==> config.mk <==
export PLATFORM = sky130hd
export DESIGN_NAME = positional_insert_list_top
export DESIGN_NICKNAME = d
export VERILOG_FILES = /design/src/rtl/pil_pkg.sv /design/src/rtl/positional_insert_list_top.sv /design/src/rtl/pil_dp.sv /design/src/rtl/pil_ctrl.sv
export VERILOG_INCLUDE_DIRS = /design/src /design/src/rtl
export SDC_FILE = /design/constraint.sdc
export NUM_CORES = 2
export LEC_CHECK = 0
export ABC_AREA = 1
export BUFFER_PORTS_ARGS = -buffer_cell sky130_fd_sc_hd__clkbuf_2
export CAP_MARGIN = 20
export CORE_UTILIZATION = 39
export DETAILED_ROUTE_END_ITERATION = 10
export HOLD_SLACK_MARGIN = 0.08
export PLACE_DENSITY_LB_ADDON = 0.25
export SETUP_SLACK_MARGIN = 0.1
export SYNTH_ARGS = -nofsm -noshare
export SYNTH_HDL_FRONTEND = slang
export SYNTH_SLANG_ARGS = --single-unit
==> constraint.sdc <==
create_clock -name clk -period 5.5 [get_ports clk]
set_input_delay 0.55 -clock clk [delete_from_list [all_inputs] [get_ports clk]]
set_output_delay 0.55 -clock clk [all_outputs]
set_load 0.05 [all_outputs]
==> src/rtl/positional_insert_list_top_assert.svh <==
`ifndef POSITIONAL_INSERT_LIST_TOP_ASSERT_SVH
`define POSITIONAL_INSERT_LIST_TOP_ASSERT_SVH

// check prop at every edge outside reset
`define PIL_ASSERT(lbl, prop, msg) \
  lbl: assert property (@(posedge clk) disable iff (rst) prop) else $error(msg);

// check prop at every edge, reset included
`define PIL_ASSERT_ALWAYS(lbl, prop, msg) \
  lbl: assert property (@(posedge clk) prop) else $error(msg);

`endif

==> src/rtl/pil_pkg.sv <==
package pil_pkg;

  localparam int CAPACITY_DEFAULT = 16;

  localparam logic [1:0] CMD_APPEND = 2'd0;
  localparam logic [1:0] CMD_FRONT  = 2'd1;
  localparam logic [1:0] CMD_AT_POS = 2'd2;
  localparam logic [1:0] CMD_LIST   = 2'd3;

  localparam logic [2:0] KIND_INSERTED = 3'd0;
  localparam logic [2:0] KIND_FULL     = 3'd1;
  localparam logic [2:0] KIND_BADPOS   = 3'd2;
  localparam logic [2:0] KIND_EMPTY    = 3'd3;
  localparam logic [2:0] KIND_ELEMENT  = 3'd4;

  typedef struct packed {
    logic       load;
    logic       insert;
    logic       rotate;
    logic [2:0] kind;
    logic       last;
  } dp_cmd_t;

  typedef struct packed {
    logic empty;
    logic full;
    logic pos_zero;
    logic idx_last;
  } dp_sts_t;

endpackage

==> src/rtl/positional_insert_list_top.sv <==
// A result is registered and appears in the cycle after its command is accepted.
// A listing gives one element a cycle while out_ready does not stall it, set by
// the rotation of the cell register through cell 0.
// Reset (synchronous, active high) empties the list and drops any pending result;
// cell contents are not cleared and are never read before being written.
`include "positional_insert_list_top_assert.svh"

module positional_insert_list_top #(
  parameter int CAPACITY = pil_pkg::CAPACITY_DEFAULT
) (
  input  logic               clk,
  input  logic               rst,
  input  logic               in_valid,
  output logic               in_ready,
  input  logic [1:0]         cmd,
  input  logic signed [31:0] value,
  input  logic [7:0]         position,
  output logic               out_valid,
  input  logic               out_ready,
  output logic [2:0]         kind,
  output logic signed [31:0] element,
  output logic [3:0]         slot,
  output logic [4:0]         count,
  output logic [4:0]         free_space,
  output logic               last
);

  pil_pkg::dp_cmd_t dcmd;
  pil_pkg::dp_sts_t sts;

  pil_ctrl u_ctrl (
    .clk       (clk),
    .rst       (rst),
    .in_valid  (in_valid),
    .in_ready  (in_ready),
    .cmd       (cmd),
    .out_valid (out_valid),
    .out_ready (out_ready),
    .sts       (sts),
    .dcmd      (dcmd)
  );

  pil_dp #(
    .CAPACITY (CAPACITY)
  ) u_dp (
    .clk        (clk),
    .rst        (rst),
    .dcmd       (dcmd),
    .sts        (sts),
    .cmd        (cmd),
    .value      (value),
    .position   (position),
    .kind       (kind),
    .element    (element),
    .slot       (slot),
    .count      (count),
    .free_space (free_space),
    .last       (last)
  );

  `PIL_ASSERT(a_insert_single, (in_valid && in_ready && cmd != pil_pkg::CMD_LIST) |=> (out_valid && last), "non-listing command must give one final result")
  `PIL_ASSERT(a_list_blocks, (out_valid && !last) |-> !in_ready, "command accepted during a listing")
  `PIL_ASSERT(a_full_no_space, (out_valid && kind == pil_pkg::KIND_FULL) |-> (free_space == '0), "full report with free space left")
  `PIL_ASSERT_ALWAYS(a_reset_drop, rst |=> !out_valid, "result pending after reset")

endmodule

==> src/rtl/pil_dp.sv <==
module pil_dp #(
  parameter int CAPACITY = pil_pkg::CAPACITY_DEFAULT
) (
  input  logic                clk,
  input  logic                rst,
  input  pil_pkg::dp_cmd_t    dcmd,
  output pil_pkg::dp_sts_t    sts,
  input  logic [1:0]          cmd,
  input  logic signed [31:0]  value,
  input  logic [7:0]          position,
  output logic [2:0]          kind,
  output logic signed [31:0]  element,
  output logic [3:0]          slot,
  output logic [4:0]          count,
  output logic [4:0]          free_space,
  output logic                last
);

  localparam int CW = $clog2(CAPACITY + 1);
  localparam int IW = (CAPACITY > 1) ? $clog2(CAPACITY) : 1;
  localparam int AW = ((CW > 8) ? CW : 8) + 1;

  logic [31:0]   cells [CAPACITY];
  logic [CW-1:0] stored;
  logic [IW-1:0] idx;

  logic [CW-1:0] last_ix;
  logic [AW-1:0] cnt_ext;
  logic [AW-1:0] pos_ext;
  logic [AW-1:0] at_w;
  logic [IW-1:0] at;
  logic [CW-1:0] cnt_after;
  logic [CW-1:0] free_after;
  logic [IW-1:0] slot_src;
  logic [IW+3:0] slot_pad;
  logic [CW+4:0] cnt_pad;
  logic [CW+4:0] free_pad;

  assign last_ix = stored - CW'(1);
  assign cnt_ext = AW'(stored);
  assign pos_ext = AW'(position);

  always_comb begin
    case (cmd)
      pil_pkg::CMD_APPEND: at_w = cnt_ext;
      pil_pkg::CMD_FRONT:  at_w = '0;
      default: begin
        if (pos_ext > cnt_ext + AW'(1)) begin
          at_w = cnt_ext;
        end else begin
          at_w = pos_ext - AW'(1);
        end
      end
    endcase
  end

  assign at = at_w[IW-1:0];

  assign sts.empty    = (stored == '0);
  assign sts.full     = (stored == CW'(CAPACITY));
  assign sts.pos_zero = (position == '0);
  assign sts.idx_last = (CW'(idx) == last_ix);

  for (genvar g = 0; g < CAPACITY; g++) begin : g_cell
    localparam int NX = (g == CAPACITY - 1) ? 0 : g + 1;
    localparam int PV = (g == 0) ? 0 : g - 1;
    always_ff @(posedge clk) begin
      if (dcmd.insert) begin
        if (IW'(g) == at) begin
          cells[g] <= value;
        end else if (IW'(g) > at) begin
          cells[g] <= cells[PV];
        end
      end else if (dcmd.rotate) begin
        if (CW'(g) == last_ix) begin
          cells[g] <= cells[0];
        end else if (CW'(g) < last_ix) begin
          cells[g] <= cells[NX];
        end
      end
    end
  end

  always_ff @(posedge clk) begin
    if (rst) begin
      stored <= '0;
      idx    <= '0;
    end else begin
      if (dcmd.insert) begin
        stored <= stored + CW'(1);
      end
      if (dcmd.rotate) begin
        idx <= sts.idx_last ? '0 : idx + IW'(1);
      end
    end
  end

  assign cnt_after  = dcmd.insert ? stored + CW'(1) : stored;
  assign free_after = CW'(CAPACITY) - cnt_after;
  assign slot_src   = (dcmd.kind == pil_pkg::KIND_ELEMENT)  ? idx :
                      (dcmd.kind == pil_pkg::KIND_INSERTED) ? at  : '0;
  assign slot_pad   = {4'b0, slot_src};
  assign cnt_pad    = {5'b0, cnt_after};
  assign free_pad   = {5'b0, free_after};

  always_ff @(posedge clk) begin
    if (dcmd.load) begin
      kind       <= dcmd.kind;
      element    <= (dcmd.kind == pil_pkg::KIND_ELEMENT) ? cells[0] : '0;
      slot       <= slot_pad[3:0];
      count      <= cnt_pad[4:0];
      free_space <= free_pad[4:0];
      last       <= dcmd.last;
    end
  end

endmodule

==> src/rtl/pil_ctrl.sv <==
module pil_ctrl (
  input  logic             clk,
  input  logic             rst,
  input  logic             in_valid,
  output logic             in_ready,
  input  logic [1:0]       cmd,
  output logic             out_valid,
  input  logic             out_ready,
  input  pil_pkg::dp_sts_t sts,
  output pil_pkg::dp_cmd_t dcmd
);

  localparam logic ST_IDLE = 1'b0;
  localparam logic ST_LIST = 1'b1;

  logic state;
  logic state_next;
  logic out_valid_next;
  logic adv;

  assign adv      = !out_valid || out_ready;
  assign in_ready = (state == ST_IDLE) && adv;

  always_comb begin
    dcmd       = '0;
    state_next = state;
    case (state)
      ST_IDLE: begin
        if (in_valid && in_ready) begin
          dcmd.load = 1'b1;
          dcmd.last = 1'b1;
          if (cmd == pil_pkg::CMD_LIST) begin
            if (sts.empty) begin
              dcmd.kind = pil_pkg::KIND_EMPTY;
            end else begin
              dcmd.kind   = pil_pkg::KIND_ELEMENT;
              dcmd.rotate = 1'b1;
              dcmd.last   = sts.idx_last;
              if (!sts.idx_last) begin
                state_next = ST_LIST;
              end
            end
          end else if (sts.full) begin
            dcmd.kind = pil_pkg::KIND_FULL;
          end else if (cmd == pil_pkg::CMD_AT_POS && sts.pos_zero) begin
            dcmd.kind = pil_pkg::KIND_BADPOS;
          end else begin
            dcmd.kind   = pil_pkg::KIND_INSERTED;
            dcmd.insert = 1'b1;
          end
        end
      end
      ST_LIST: begin
        if (adv) begin
          dcmd.load   = 1'b1;
          dcmd.kind   = pil_pkg::KIND_ELEMENT;
          dcmd.rotate = 1'b1;
          dcmd.last   = sts.idx_last;
          if (sts.idx_last) begin
            state_next = ST_IDLE;
          end
        end
      end
      default: state_next = ST_IDLE;
    endcase
  end

  assign out_valid_next = dcmd.load || (out_valid && !out_ready);

  always_ff @(posedge clk) begin
    if (rst) begin
      state     <= ST_IDLE;
      out_valid <= 1'b0;
    end else begin
      state     <= state_next;
      out_valid <= out_valid_next;
    end
  end

endmodule
== After elaboration in Yosys (flattened, before gate mapping) ==
Memories as Yosys holds them, arrays and structs flattened.
Cells that the tools add are included.

* Input bits: 46
* Memory bits (writable): 512
* Memories: 1
* Register bits after elaboration: 61

* Bitwise operators: 49
* Equality and inequality tests: 36
* Reduce and logical (&&, ||, !) cells: 14
* Order comparisons: 33
* Add/sub/neg operators: 6
* Muxes and demuxes: 333

{| class="wikitable"
|+ Memories
! name !! depth !! width !! read ports !! clocked after memory_dff !! wr ports !! RTL line !! RTL
|-
| u_dp.cells || 16 || 32 || 16 || 0 || 16 || pil_dp.sv:23 || <nowiki>logic [31:0] cells [CAPACITY];</nowiki>
|}

{| class="wikitable"
|+ Operator list
! cell !! number
|-
| 32-bit two-way mux || 48
|-
| 1-bit two-way mux || 270
|-
| 1-bit bitwise OR || 48
|-
| 4-bit by 5-bit equality test with 1-bit output, first input constant || 8
|-
| 4-bit by 5-bit < comparator with 1-bit output, first input constant || 8
|-
| 4-bit equality test, first input constant || 8
|-
| 4-bit greater-than comparator, first input constant || 8
|-
| 3-bit by 5-bit equality test with 1-bit output, first input constant || 4
|-
| 3-bit by 5-bit < comparator with 1-bit output, first input constant || 4
|-
| 3-bit by 4-bit equality test with 1-bit output, first input constant || 4
|-
| 3-bit by 4-bit greater-than comparator with 1-bit output, first input constant || 4
|-
| 4-bit two-way mux || 4
|-
| 2-bit by 5-bit equality test with 1-bit output, first input constant || 2
|-
| 5-bit logical NOT || 2
|-
| 1-bit by 5-bit < comparator with 1-bit output, first input constant || 2
|-
| 2-bit by 5-bit < comparator with 1-bit output, first input constant || 2
|-
| 5-bit two-way mux || 2
|-
| 5-bit case mux with 2 select lines || 1
|-
| 3-bit two-way mux || 3
|-
| 2-bit by 4-bit equality test with 1-bit output, first input constant || 2
|-
| 1-bit by 4-bit greater-than comparator with 1-bit output, first input constant || 2
|-
| 2-bit by 4-bit greater-than comparator with 1-bit output, first input constant || 2
|-
| 8-bit by 6-bit greater-than comparator with 1-bit output || 1
|-
| 8-bit logical NOT || 1
|-
| 24 further kinds || 31
|}

== Depth between registers and ports, before layout ==
* Depth in word-level cells: 12
* Gate-level depth with buffers: 24
* Gate-level depth less buffers: 22

== Cells and area by module ==
From an unflattened synthesis, not the netlist that was laid out.

* Cell total of the unflattened synthesis: 4,170
* Area total of the unflattened synthesis: 33,868.7 um2

{| class="wikitable"
|+ By module, submodules not included
! module !! area each (um2) !! seq. area each (um2) !! instances !! cells each
|-
| pil_dp || 33,652.3 || 17,026.3 || 1 || 4,134
|-
| pil_ctrl || 216.5 || 40.0 || 1 || 36
|}

== Least setup slack after synthesis ==
OpenSTA, ideal clock, no wires.

* Path kind: flip-flop to flip-flop
* Start point: register u_dp.stored[0]
* End point: memory u_dp.cells[8][0] (netlist: u_dp.cells[2][0]) (enable)
* Data arrival time: 4.089 ns
* Library setup time: 0.431 ns
* Period minus slack after synthesis: 4.520 ns
* Path buffers: 1
* Cell stages (with the launch flop): 18
* Path slack: 0.980 ns
* Cells stage by stage: dfxtp_1 -> inv_2 -> buf_2 -> ha_1 -> clkinv_1 -> ha_1 -> nand2_1 -> nand2_1 -> nand2_1 -> nand2_1 -> nand2_1 -> nand2_1 -> nand2_1 -> nand2_1 -> nand2_2 -> nor2_1 -> nand2_1 -> o211ai_1

{| class="wikitable"
|+ RTL lines
! item !! RTL line !! RTL
|-
| from (decl) || pil_dp.sv:24 || <nowiki>logic [CW-1:0] stored;</nowiki>
|-
| from (signal assigned) || pil_dp.sv:90 || <nowiki>stored <= stored + CW'(1);</nowiki>
|-
| to (decl) || pil_dp.sv:23 ||
|}

==> results by stage <==
Status:
- The flow ran to the end, and the final reports show no timing, DRC or antenna violations.

Clocking:
- The buffer type at the clock tree root is clkbuf_16.
- The clock latency on the worst-skew pair is 0.65 ns.
- The clock transition at the register clock pins on the worst setup and hold paths after CTS is 0.06 ns.
- Post-CTS repair changed the size of 0 cells.
- The clock passes through at most 3 buffers.
- TritonCTS built the clock tree.
- The total clock buffers created by CTS is 70.
- The H-tree was split into 3 levels.
- The post-CTS repair timing setup buffer count is 0.
- The hold buffer count at CTS is 0.
- The tree built by TritonCTS fans out to 572 sinks.

Route:
- Dividing the detail-routed wire length by the instance count gives 29.30 um.
- The detail-routed via count per cell is 6.316.
- In the routed design, unresolved DRC markers number 0.
- The number of detailed-routing iterations run before antenna repair is 9.
- After detailed routing, the total wire length is 149.9 mm.
- The final antenna-violating net count is 0.
- The total via count after detailed routing is 32310.
- The starting DRC count in detailed routing is 5644.

Critical path:
- The depth of the worst register-to-register path is 21.
- The endpoint kind of the worst setup timing path is a flip-flop.
- The peak per-stage delay on the critical path is 0.80 ns.
- The signal on the critical path passes through inv_2, ha_1, clkinv_1, ha_1, nand2_1, nand2_1, nand2_1, nand2_1, nand2_1, nand2_1, nand2_1, nand2_1, nand3_1, nand3_2, o21ai_4, buf_4, nand2_2, nand2_1, nand3_1, nand2_1, o21ai_0.
- The worst setup path is launched from a flip-flop.
- The signal arrival time at the worst endpoint is 5.55 ns.
- The beginning of the worst register-to-register path is u_dp.stored[0]$_SDFF_PP0_.
- The kind of cell adding the most delay to the critical path is simple AND/OR/NAND/NOR gates.
- In this run the worst path has a maximum fanout of 33.
- In this run the critical register-to-register path is captured at u_dp.cells[2][55]$_DFFE_PP_.
- The depth of the critical timing path with buffers and inverters included is 21.
- STA puts the critical path data required time at 5.84 ns.
- On the critical path, the stage with the largest delay is an instance of nand2_2.
- The kind of critical path is flip-flop to flip-flop.
- The reg-to-reg setup timing slack is 0.30 ns.
- Together, buffers and inverters on the worst path number 3.
- The cell that appears most often on the critical path is nand2_1.

Synth:
- After technology mapping, the gate count stands at 3978.
- Of the post-synthesis cell area, the dominant cell type holds 0.5084.
- The most frequent cell after synthesis is nand2_1.
- The share of the Yosys chip area taken by registers is 0.5151.
- The register bit count reported by yosys is 572.
- The Yosys step of the flow raised 0 warnings.
- The synthesized area is 0.03313 mm2.
- The top flip-flop cell by instance count after synthesis is edfxtp_1.
- The synthesized area per cell is 8.329 um2.
- The post-synthesis net count is 4038.
- The most area-hungry cell type in the Yosys netlist is edfxtp_1.
- The proportion of synthesized flip-flops having asynchronous set or reset is 0.
- The number of distinct library cells after synthesis is 49.
- Sorting the synthesized cells by area gives the leading types as edfxtp_1, nand2_1, o21ai_0, nand3_1, a21oi_1.
- Counting flops with a built-in enable in the synthesized netlist gives 561.
- The commonest cells after synthesis are nand2_1, edfxtp_1, o21ai_0, nand3_1, a21oi_1.

Floorplan:
- The starting density of the core is 0.3953.
- After floorplanning, the core was divided into 106 placement rows.
- During I/O placement, the number of pins put on the boundary was 98.
- The die covers 0.08612 mm2.
- The area of the core region is 0.08382 mm2.
- The die is 293.5 um wide.
- The die extent in y is 293.5 um.

Job:
- Max-cap violations in this run came to 0.

Worst hold path:
- The worst hold path was traced through 2 stages.
- The path with the worst hold slack has its endpoint at u_dp.stored[1]$_SDFF_PP0_.
- The worst hold-check path type is input pin to flip-flop.
- In this run the most critical hold path is launched from rst.

Timing:
- Subtracting the final worst setup slack from the clock period gives 5.205 ns.
- The summed negative setup slack over all endpoints is 0 ns.
- The share of the clock period used by the worst path is 0.9463.
- The final hold violation count was 0.
- The final number of setup-violating endpoints is 0.
- The final count of pins violating max slew is 0.
- The headroom to the max-slew limit is 0.1587.
- The slew at the pin closest to its max-slew limit is 1.261 ns.
- The maximum clock frequency is 0.1921 GHz.
- For the final database, setup skew stands at 0.03193 ns.
- Setup repair after global routing left no endpoint under its margin.

Layout:
- The net count reported at finish is 3983.
- Once layout is done, the placed cells without fillers occupy 0.03699 mm2.
- The area added between synthesis and finish is 11.65%.
- The layout cell share with drive strength beyond 1 is 0.1008.

Placement:
- The placed instance area is 0.03471 mm2.
- The count of port buffers added during placement is 97.
- The congestion estimate from routability-driven global placement came to 0.9499.
- The HPWL after detailed placement is 89.08 mm.

Power and ir drop:
- Across the VDD grid, the largest voltage drop is 0.0002161 V.
- Power spread over the standard cell area amounts to 409.7 mW/mm2.
- The static power due to leakage is 14.57 nW.

Global route:
- The pin count of the biggest net entering global routing is 71.
- In the global route stage, overall resource usage came out at 0.3393.
- The number of antenna violations at the first check in global routing came to 3.
- The first global-routing pass estimated 210.3 mm of wire.
- The leftover overflow at the end of global routing is 0.
- The via count of the first global-routing pass is 29550.
-- flip-flops by register name, indices dropped and copies added (netlist names) --
signal            count
u_dp.count            4
u_dp.stored           5
u_dp.free_space       5
u_dp.idx              4
u_dp.cells          512
u_dp.element         32
u_dp.kind             3
u_dp.last             1
u_dp.slot             4
u_ctrl.out_valid      1
u_ctrl.state          1
-- worst register-to-register path, stage by stage, from the launching register on --
cell	delay, ns
dfxtp_1	0.59
inv_2	0.22
ha_1	0.44
clkinv_1	0.12
ha_1	0.30
nand2_1	0.07
nand2_1	0.04
nand2_1	0.05
nand2_1	0.04
nand2_1	0.05
nand2_1	0.10
nand2_1	0.17
nand2_1	0.08
nand3_1	0.10
nand3_2	0.47
o21ai_4	0.18
buf_4	0.52
nand2_2	0.82
nand2_1	0.25
nand3_1	0.10
nand2_1	0.11
o21ai_0	0.09
-- metrics by stage --
| stage | util | total power, W | hold slack, ns | instances | setup WS, ns |
|---|---|---|---|---|---|
| 3_3_place_gp | 0.4139 | 0.01029 | 0.5058 | 4980 | 0.5540 |
| 2_1_floorplan | - | 0.008743 | 0.4786 | 3978 | 0.9802 |
| 4_1_cts | 0.4403 | 0.01493 | 0.1696 | 5107 | 0.3643 |
| 5_1_grt | 0.4413 | 0.01557 | 0.1998 | 5112 | 0.1344 |
| 6_report | 0.4414 | 0.01516 | 0.1840 | 5115 | 0.2951 |
| 3_5_place_dp | 0.4141 | 0.01035 | 0.5080 | 4981 | 0.3834 |
-- routing by layer --
| layer | track usage | share of wire | routed length, um | vias up |
|---|---|---|---|---|
| met5 | 0 | 0.00054 | 81 | - |
| met4 | 0.1914 | 0.064 | 9632 | 4 |
| met3 | 0.1025 | 0.16 | 23250 | 540 |
| met2 | 0.4943 | 0.42 | 62470 | 2851 |
| met1 | 0.4472 | 0.36 | 54440 | 15210 |
| li1 | - | - | - | 13700 |
-- cell usage in the layout (no fill, tap or decap), drive strengths merged, types with 4 or more instances in the layout --
| cell type | instances |
|---|---|
| a21oi | 325 |
| a22oi | 158 |
| buf | 96 |
| bufinv | 4 |
| clkbuf | 192 |
| clkinv | 34 |
| dfxtp | 11 |
| diode | 4 |
| edfxtp | 561 |
| ha | 14 |
| inv | 304 |
| nand2 | 917 |
| nand3 | 349 |
| nand3b | 13 |
| nand4 | 5 |
| nor2 | 273 |
| nor3 | 7 |
| o211ai | 23 |
| o21ai | 546 |
| o21bai | 80 |
| o22ai | 37 |
| xor2 | 8 |
-- where the power goes --
| group | switching (W) | internal, W |
|---|---|---|
| registers | 0.000540 | 0.00601 |
| logic | 0.00299 | 0.000968 |
| clock network | 0.00203 | 0.00262 |
| total | 0.00556 | 0.00960 |
-- worst max path at each step --
stage	start	end	slack (ns)
floorplan	u_dp.stored[0]$_SDFF_PP0_	u_dp.cells[2][0]$_DFFE_PP_	0.98
global placement	u_dp.stored[0]$_SDFF_PP0_	u_dp.cells[2][32]$_DFFE_PP_	0.55
detailed placement	u_dp.stored[0]$_SDFF_PP0_	u_dp.cells[2][32]$_DFFE_PP_	0.38
CTS	u_dp.stored[0]$_SDFF_PP0_	u_dp.cells[2][32]$_DFFE_PP_	0.36
global route	u_dp.stored[0]$_SDFF_PP0_	u_dp.cells[2][32]$_DFFE_PP_	0.13
finish	u_dp.stored[0]$_SDFF_PP0_	u_dp.cells[2][55]$_DFFE_PP_	0.30
-- cell type report --
cell class	count	area (um2)
Antenna cell	4	10.01
Clock buffer	95	1887
Clock inverter	31	311.5
Fill cell	8262	46830
Inverter	312	1171
Multi-Input combinational cell	2774	13770
Sequential cell	572	17070
Tap cell	1134	1419
Timing Repair Buffer	193	1364
-- kinds of logic (layout without fill, tap and decap cells) --
kind of cell,count (synthesis),count (layout),synth area share
AO/OA/AOI/OAI,1181,1182,0.2019
XOR/XNOR,11,11,0.002908
adder cells (fa/ha/maj),14,14,0.005287
buffers and inverters,633,631,0.07734
flip-flops,572,572,0.5151
other,0,4,0
AND/OR/NAND/NOR,1567,1567,0.1975
Power figures use the tool's default switching activity.
